[config.mk]
export PLATFORM = sky130hd
export DESIGN_NAME = kra_div
export DESIGN_NICKNAME = d
export VERILOG_FILES = /design/src/rtl/core/kra_pkg.sv /design/src/rtl/core/kra_div.sv
export SDC_FILE = /design/constraint.sdc
export NUM_CORES = 1
export LEC_CHECK = 0
export BUFFER_PORTS_ARGS = -buffer_cell sky130_fd_sc_hd__buf_4
export CAP_MARGIN = 20
export CORE_MARGIN = 5
export CORE_UTILIZATION = 35
export DETAILED_ROUTE_END_ITERATION = 6
export PLACE_DENSITY = 0.62
export SYNTH_ARGS = -nofsm -noshare
export SYNTH_HDL_FRONTEND = slang
export SYNTH_SLANG_ARGS = --single-unit
[constraint.sdc]
create_clock -name clk -period 2.1 [get_ports clk]
set_input_delay 0.42 -clock clk [delete_from_list [all_inputs] [get_ports clk]]
set_output_delay 0.42 -clock clk [all_outputs]
set_load 0.02 [all_outputs]
[src/rtl/core/kra_pkg.sv]
// shared constants, codes and types of the keystone address generator
`default_nettype none
package kra_pkg;

	localparam int TABLE_DEPTH = 1024;
	localparam int IDX_W       = $clog2(TABLE_DEPTH);
	localparam int MAX_DIM     = 4096;
	localparam int FRAC_BITS   = 14;
	localparam int VAL_W       = 18;
	localparam int DIM_W       = 13;
	localparam int PIX_W       = 12;
	localparam int POS_W       = 10;
	localparam int TAB_W       = 2 * VAL_W;
	localparam int DIV_NW      = VAL_W + IDX_W;
	localparam int CFG_IDX_W   = 3;

	typedef enum logic [1:0] {
		OP_CLEAR = 2'd0,
		OP_KNOT  = 2'd1,
		OP_BUILD = 2'd2,
		OP_MAP   = 2'd3
	} op_t;

	localparam logic [CFG_IDX_W-1:0] REG_WIDTH      = 3'd0;
	localparam logic [CFG_IDX_W-1:0] REG_HEIGHT     = 3'd1;
	localparam logic [CFG_IDX_W-1:0] REG_TOP_SCALE  = 3'd2;
	localparam logic [CFG_IDX_W-1:0] REG_TOP_ROW    = 3'd3;
	localparam logic [CFG_IDX_W-1:0] REG_BOT_SCALE  = 3'd4;
	localparam logic [CFG_IDX_W-1:0] REG_BOT_ROW    = 3'd5;

	typedef struct packed {
		logic              start;
		logic [DIV_NW-1:0] num;
		logic [DIM_W-1:0]  den;
	} div_req_t;

	typedef struct packed {
		logic              done;
		logic [DIV_NW-1:0] quo;
	} div_rsp_t;

	// zero acts as one, oversize clamps to the largest frame
	function automatic logic [DIM_W-1:0] dim_of(input logic [DIM_W-1:0] v);
		logic [DIM_W-1:0] r;
		if (v == '0)
			r = DIM_W'(1);
		else if (v > DIM_W'(MAX_DIM))
			r = DIM_W'(MAX_DIM);
		else
			r = v;
		return r;
	endfunction

endpackage
`default_nettype wire

[src/rtl/core/kra_div.sv]
// iterative restoring divider, one quotient bit per cycle
`default_nettype none
module kra_div (
	input  wire logic              clk,
	input  wire logic              arst_n,
	input  wire kra_pkg::div_req_t req,
	output kra_pkg::div_rsp_t      rsp
);
	import kra_pkg::*;

	localparam int CNT_W = $clog2(DIV_NW + 1);

	logic [DIM_W-1:0]  rem_q;
	logic [DIV_NW-1:0] quo_q;
	logic [CNT_W-1:0]  cnt_q;
	logic              done_q;
	logic [DIM_W:0]    sh;
	logic              fits;

	assign sh   = {rem_q, quo_q[DIV_NW-1]};
	assign fits = sh >= {1'b0, req.den};

	always_ff @(posedge clk or negedge arst_n) begin
		if (!arst_n) begin
			cnt_q  <= '0;
			done_q <= 1'b0;
		end else if (req.start) begin
			cnt_q  <= CNT_W'(DIV_NW);
			done_q <= 1'b0;
		end else if (cnt_q != '0) begin
			cnt_q  <= cnt_q - CNT_W'(1);
			done_q <= (cnt_q == CNT_W'(1));
		end else begin
			done_q <= 1'b0;
		end
	end

	// divisor is held steady by the caller while the unit runs
	always_ff @(posedge clk) begin
		if (req.start) begin
			rem_q <= '0;
			quo_q <= req.num;
		end else if (cnt_q != '0) begin
			rem_q <= fits ? DIM_W'(sh - {1'b0, req.den}) : DIM_W'(sh);
			quo_q <= {quo_q[DIV_NW-2:0], fits};
		end
	end

	assign rsp.done = done_q;
	assign rsp.quo  = quo_q;

endmodule
`default_nettype wire

# Word-level counts from Yosys, hierarchy flattened
# Cells that the tools add are included.
# totals
regBits	47
input_bits	44
out_inout_bits	29
word_cells	17
# classes
add_sub_neg	2
order_cmp	1
n_eq_ne	1
mux	7
n_reduce_logical	2
# ops
operator	count
28-bit 2-to-1 mux	2
14-bit by 13-bit greater-or-equal comparator with 1-bit output	1
13-bit 2-to-1 mux	1
13-bit subtractor	1
5-bit 2-to-1 mux	2
5-bit by 1-bit equality test with 1-bit output (second input constant)	1
5-bit nonzero test	1
5-bit by 1-bit subtractor with 5-bit output (second input constant)	1
1-bit 2-to-1 mux	2
2-bit nonzero test	1

# Logic depth before layout (Yosys ltp)
# Gate-level depths: netlist (run 1).
# logic_depth
ltp_word	3
ltp_mapped	10
ltp_nobuf	9

# Worst setup path before layout (run 1)
# OpenSTA, ideal clock, no wires.
# synth_path
path_kind	reg-to-reg
startpoint	reg quo_q[27]
endpoint	reg quo_q[0] (data pin)
setup_ps	260
t_arrival_ps	2135
required_time_ps	1840
path_slack_ps	-295
stages_incl_launch_ff	11
n_path_buf	1
period_less_slack_ps	2395
path_cell_list	edfxtp_1 inv_1 ha_1 fa_1 nor2b_4 o31a_1 o31ai_2 a21o_1 buf_6 nand2_4 mux2_2
# synth_via
elab_chain_len	3
# synth_lines
element	line	text
start: declaration	kra_div.sv:14	logic [DIV_NW-1:0] quo_q;
start signal: assignment	kra_div.sv:42	quo_q <= req.num;
start signal: assignment	kra_div.sv:45	quo_q <= {quo_q[DIV_NW-2:0], fits};
14-bit by 13-bit greater-or-equal comparator with 1-bit output	kra_div.sv:21	assign fits = sh >= {1'b0, req.den};
28-bit 2-to-1 mux	kra_div.sv:43	end else if (cnt_q != '0) begin
28-bit 2-to-1 mux	kra_div.sv:40	if (req.start) begin
# Every way passes these cells. The select of a mux whose other input is x is not followed.
# A chain may end at the register's enable or synchronous reset.

# Final worst setup path (run 1)
# Ends and elaborated chain as after synthesis.

==> flow_summary.yaml, run 1 <==
run_status:
  status: "finished with violations"
  violations: "negative setup slack"
finish:
  final_util_pct: 50.4
  layout.nets: 451
  final_cell_mix: "buf_4, mux2_2, edfxtp_1"
  drive_above_1_share_pct: 48.3
  final_area_sq_mm: 0.00410
  antenna_cells: 0
  area_delta_synth_final_pct: 42.2
  mostFrequentLayoutCell: "buf_4"
clock_tree:
  cts_sinks: 47
  insertion_delay_ns: 0.30
  cts_buffer_depth: 2
  cts_buffers: 5
  cts_tree: "built"
  h-tree-depth: 2
  cts_root_buf: "clkbuf_8"
  path_clk_slew_ns: 0.09
synth:
  synth_area_sq_mm: 0.00288
  synthMuxAreaShare_pct: 11.7
  yosys_warnings: 0
  synth-xor-area-share_pct: 2.43
  synthCells: 270
  yosysSeqAreaShare_pct: 43.4
  yosysTopAreaCell: "edfxtp_1"
  yosys-top-cells-area: "edfxtp_1, mux2_2, dfxtp_1"
  netlist.area_leader.share_pct: 29.2
  synthSimpleGateAreaFrac_pct: 13.9
  synth_compound_area_share_pct: 15.9
  ys_types: 52
  syn_area_per_cell_sq_um: 10.7
  syn-num-nets: 331
  synth_seq_cells: 47
  synth_fa_ha_area_share_pct: 7.64
  synth_top_family_by_area: "compound AO/OA/AOI/OAI gates"
routing:
  drc: 0
  vias: 2483
  drt_iter0_drc: 107
  ant_nets: 0
  routed_wirelength_mm: 7.42
  wl_per_cell_um: 15.0
  viasPerCell: 5.01
  drt-pass1-iter-count: 4
grt:
  antenna_found_initial: 0
  grt_max_degree: 31
  globalRouteOverflowTotal: 0
  grt_pass1_vias: 2517
  grt_pass1_wl_mm: 11.9
  grt_util_all_layers_pct: 14.6
timing:
  finClkSkew_ns: 0.00329
  fin_crit_sh_pct: 111
  layout_setup_ws_ns: -0.230
  finalHoldViolCount: 0
  clock.fmax_mhz: 429
  relSlewSlack_pct: 61.7
  drv_slew: 0
  period_minus_slack_ns: 2.33
  worst_slew_pin_slew_ns: 0.574
  rsz0062_at_grt: "yes"
  final-setup-viol-count: 14
  setup_tns_ns: -2.25
placement:
  place.gp.congestion: 0.838
  io_buffers: 72
  dpl.hpwl_mm: 5.67
  placed_area_sq_mm: 0.00386
power:
  vdd_ir_drop_max_v: 0.000466
  p_total_w: 0.00429
  p_leak_nw: 1.84
  p_per_area_mw_per_mm2: 1050
die:
  die-area_sq_mm: 0.0102
  die_y_um: 101
  rows: 33
  start_util_pct: 35.4
  io_pins: 73
  core_area_sq_mm: 0.00813
  die_width_um: 101
worst_setup_path:
  cp.required_ns: 2.16
  cp-end-kind: "flip-flop"
  arrival_ns: 2.39
  critPathLaunchType: "flip-flop"
  cp_max_fo: 4
  path_class: "flip-flop to flip-flop"
flow_run:
  drv_cap: 0
hold_path:
  worst_hold_path_type: "primary input to flip-flop"
## per-stage QoR
stage	setup WS, ns	hold WS, ns	instances
6_report	-0.230	0.418	496
5_1_grt	-0.329	0.408	496
4_1_cts	-0.243	0.410	493
3_5_place_dp	-0.344	0.236	482
3_3_place_gp	-0.255	0.234	482
2_1_floorplan	-0.283	0.124	270
## synth_stat cells (all sizes together)
cell type,n
a31oi,4
buf,6
a31o,3
or3,5
or2,1
xnor2,6
o311a,1
a211o,1
o211ai,2
nand3,11
o31ai,6
nor2,17
nor3,8
mux2,29
and3,3
nand2,6
dfxtp,13
o21a,1
clkbuf,9
nand4,1
o311ai,1
nor4,4
nand2b,2
o31a,2
nand3b,7
a21oi,13
ha,16
o21ai,10
a311oi,6
nor2b,4
a21o,5
o22ai,2
fa,1
and2,2
edfxtp,28
a211oi,3
mux2i,1
dfrtp,6
o2111ai,1
a221oi,2
inv,19
xor2,2
## worst max-delay path: stages, from the launching register on
cell and delay, ns:
edfxtp_1 0.39, inv_1 0.07, ha_2 0.18, fa_2 0.23
nor2b_4 0.05, o31a_1 0.29, o31ai_4 0.25, a21o_1 0.27
nand2_4 0.09, mux2_2 0.27
## logic make-up after synthesis
| logic type | after synthesis |
|---|---|
| AND/OR/NAND/NOR | 71 |
| AO/OA/AOI/OAI | 63 |
| flip-flops | 47 |
| buffers and inverters | 34 |
| multiplexers | 30 |
| adder cells (fa/ha/maj) | 17 |
| XOR/XNOR | 8 |
## timing repair
action | in CTS | in global routing
pin swaps | 13 | 7
endpoints found under the hold margin | 6 | 0
hold buffers | 1 | 0
endpoints found under the setup margin | 14 | 14
setup buffers | 2 | 3
resized for setup | 6 | 12
## path summary, 6_finish.rpt
check / start / to / slack [ns] / depth (start not counted)
max: quo_q[27]$_DFFE_PP_ / quo_q[0]$_DFFE_PP_ / -0.23 / 9
min: req[14] / quo_q[1]$_DFFE_PP_ / 0.42 / 2
max reg2reg: quo_q[27]$_DFFE_PP_ / quo_q[0]$_DFFE_PP_ / -0.23 / 9
min reg2reg: cnt_q[3]$_DFFE_PN0P_ / cnt_q[3]$_DFFE_PN0P_ / 0.52 / 1
max in group asynchronous: arst_n / cnt_q[0]$_DFFE_PN0P_ / 1.53 / 2
min in group asynchronous: arst_n / done_q$_DFF_PN0_ / 0.46 / 2
## power by group
group / leakage (nW) / switching (W) / internal (W)
Combinational: 1.31 / 0.00112 / 0.00124
Clock: 0.0506 / 0.000307 / 0.000309
Sequential: 0.473 / 0.000144 / 0.00118
Total: 1.84 / 0.00157 / 0.00272
## registers in the layout, summed over array words and instances (netlist names)
| name | cells |
|---|---|
| quo_q | 28 |
| rem_q | 13 |
| done_q | 1 |
| cnt_q | 5 |
## layer usage
| layer | vias to the layer above | share of wire (%) | GRT usage, % |
|---|---|---|---|
| met5 | - | 0 | 0 |
| met4 | 0 | 1.1 | 3.52 |
| met3 | 12 | 3.6 | 2.91 |
| met2 | 40 | 49 | 24.4 |
| met1 | 1177 | 46 | 19.4 |
| li1 | 1254 | - | - |
## layout make-up
| cell class | instances | area, sq um |
|---|---|---|
| Multi-Input combinational cell | 189 | 1570 |
| Tap cell | 105 | 131 |
| Fill cell | 753 | 4040 |
| Timing Repair Buffer | 128 | 975 |
| Sequential cell | 47 | 1250 |
| Clock buffer | 8 | 101 |
| Inverter | 19 | 71.3 |
Power figures use the tool's default switching activity.
==> run 2, diff against run 1 <==
Settings changed: CORE_MARGIN 5 to 4.
==> flow_summary.yaml, run 2 (synthesized netlist as in run 1, its figures left out) <==
worst_setup_path:
  timing.rr.end: "rem_q[10]$_SDFFE_PP0P_"
  startpoint: "quo_q[27]$_DFFE_PP_"
  critPathTopFamily: "compound AO/OA/AOI/OAI gates"
  path_class: "flip-flop to flip-flop"
  cp_cell_sequence: "inv_1, ha_2, fa_2, nor2b_4, o31a_1, o31a_1, or3_1, a221oi_2, nor4_2"
  slowest_delay_ns: 0.39
  reg2reg_setup_slack_ns: -0.22
  critPathLaunchType: "flip-flop"
  r2r_cells: 9
  cp.depth: 9
  cp-end-kind: "flip-flop"
  crit_path_end: "rem_q[10]$_SDFFE_PP0P_"
  cp_max_fo: 3
  arrival_ns: 2.48
  critPathSlowestCell: "edfxtp_1"
  reg2reg_from: "quo_q[27]$_DFFE_PP_"
  crit_buf_inv: 1
  cp.required_ns: 2.26
  cpMostUsedCell: "o31a_1"
timing:
  rsz0062_at_grt: "yes"
  finClkSkew_ns: 0.00710
  final-setup-viol-count: 13
  clock.fmax_mhz: 431
  worst_slew_pin_slew_ns: 0.615
  finalHoldViolCount: 0
  layout_setup_ws_ns: -0.220
  fin_crit_sh_pct: 110
  relSlewSlack_pct: 59.0
  period_minus_slack_ns: 2.32
  drv_slew: 0
grt:
  grt_pass1_vias: 2487
  antenna_found_initial: 0
  grt_pass1_wl_mm: 11.8
  grt_util_all_layers_pct: 14.7
  globalRouteOverflowTotal: 0
  grt_max_degree: 54
routing:
  vias: 2414
  viasPerCell: 4.98
  drt_iter0_drc: 99
  drt-pass1-iter-count: 4
  ant_nets: 0
  routed_wirelength_mm: 7.20
  wl_per_cell_um: 14.9
  drc: 0
finish:
  final_util_pct: 51.8
  largest-register: "quo_q"
  fillers: 740
  area_delta_synth_final_pct: 41.0
  antenna_cells: 0
  drive_above_1_share_pct: 47.3
  final_cell_mix: "buf_4, mux2_2, edfxtp_1"
  reg_top3: "quo_q: 28 flops, rem_q: 13 flops, cnt_q: 5 flops"
  layout.nets: 443
  largest_reg_flops: 28
  final_area_sq_mm: 0.00406
  mostFrequentLayoutCell: "buf_4"
clock_tree:
  cts_sinks: 47
  cts_tree: "built"
  h-tree-depth: 2
  cts_root_buf: "clkbuf_8"
  path_clk_slew_ns: 0.09
  cts_buffer_depth: 2
  cts_buffers: 5
  insertion_delay_ns: 0.29
placement:
  placed_area_sq_mm: 0.00382
  io_buffers: 72
  place.gp.congestion: 0.819
  dpl.hpwl_mm: 5.42
power:
  p_total_w: 0.00426
  p_leak_nw: 1.82
  vdd_ir_drop_max_v: 0.000501
  p_per_area_mw_per_mm2: 1050
die:
  start_util_pct: 36.7
  io_pins: 73
  core_area_sq_mm: 0.00785
  die_y_um: 98.8
  die_width_um: 98.8
  rows: 32
  die-area_sq_mm: 0.00975
run_status:
  violations: "negative setup slack"
  status: "finished with violations"
hold_path:
  worst_hold_path_type: "primary input to flip-flop"
flow_run:
  drv_cap: 0
## run 2: repair_timing
action / CTS / global route
gates resized for setup: 10 / 9
pin swaps: 9 / 6
endpoints found under the hold margin: 6 / 0
setup buffers: 18 / 1
cloned: 0 / 0
hold buffers: 1 / 0
setup endpoints to repair: 14 / 14
## run 2: layer usage
metal	up-vias	track usage (%)	share of wire (%)
met1	1120	19.4	46
met5	-	0	0
met4	0	3.47	0.96
li1	1237	-	-
met2	50	24.8	49
met3	7	3.04	4.1
## run 2: layout make-up
type / instances / area, sq um / area share [%]
flip-flops and latches: 47 / 1250 / 30.8
clock buffers: 8 / 101 / 2.49
well taps: 102 / 128 / 3.14
multi-input cells: 189 / 1590 / 39.0
repair buffers: 120 / 927 / 22.8
inverters: 19 / 71.3 / 1.75
## run 2: worst min path at each step
| stage | start | end | cells past startpoint |
|---|---|---|---|
| after floorplan | arst_n | cnt_q[0]$_DFFE_PN0P_ | 0 |
| after global placement | arst_n | done_q$_DFF_PN0_ | 1 |
| after detailed placement | arst_n | done_q$_DFF_PN0_ | 1 |
| after CTS | req[32] | quo_q[19]$_DFFE_PP_ | 2 |
| after global routing | req[36] | quo_q[23]$_DFFE_PP_ | 2 |
| final | req[30] | quo_q[17]$_DFFE_PP_ | 2 |
## run 2: through the flow
stage | hold WS, ns | std cells | setup slack, ns | setup TNS (ns)
6_report | 0.424 | 485 | -0.220 | -1.85
5_1_grt | 0.411 | 485 | -0.321 | -3.46
4_1_cts | 0.413 | 486 | -0.254 | -2.65
3_5_place_dp | 0.232 | 473 | -0.307 | -3.41
3_3_place_gp | 0.233 | 473 | -0.254 | -2.81
2_1_floorplan | 0.124 | 270 | -0.283 | -1.89
## run 2: report_power, final
group / leakage [nW] / internal [W] / switching, W
Combinational: 1.29 / 0.00121 / 0.00112
Sequential: 0.473 / 0.00118 / 0.000149
Clock: 0.0506 / 0.000309 / 0.000289
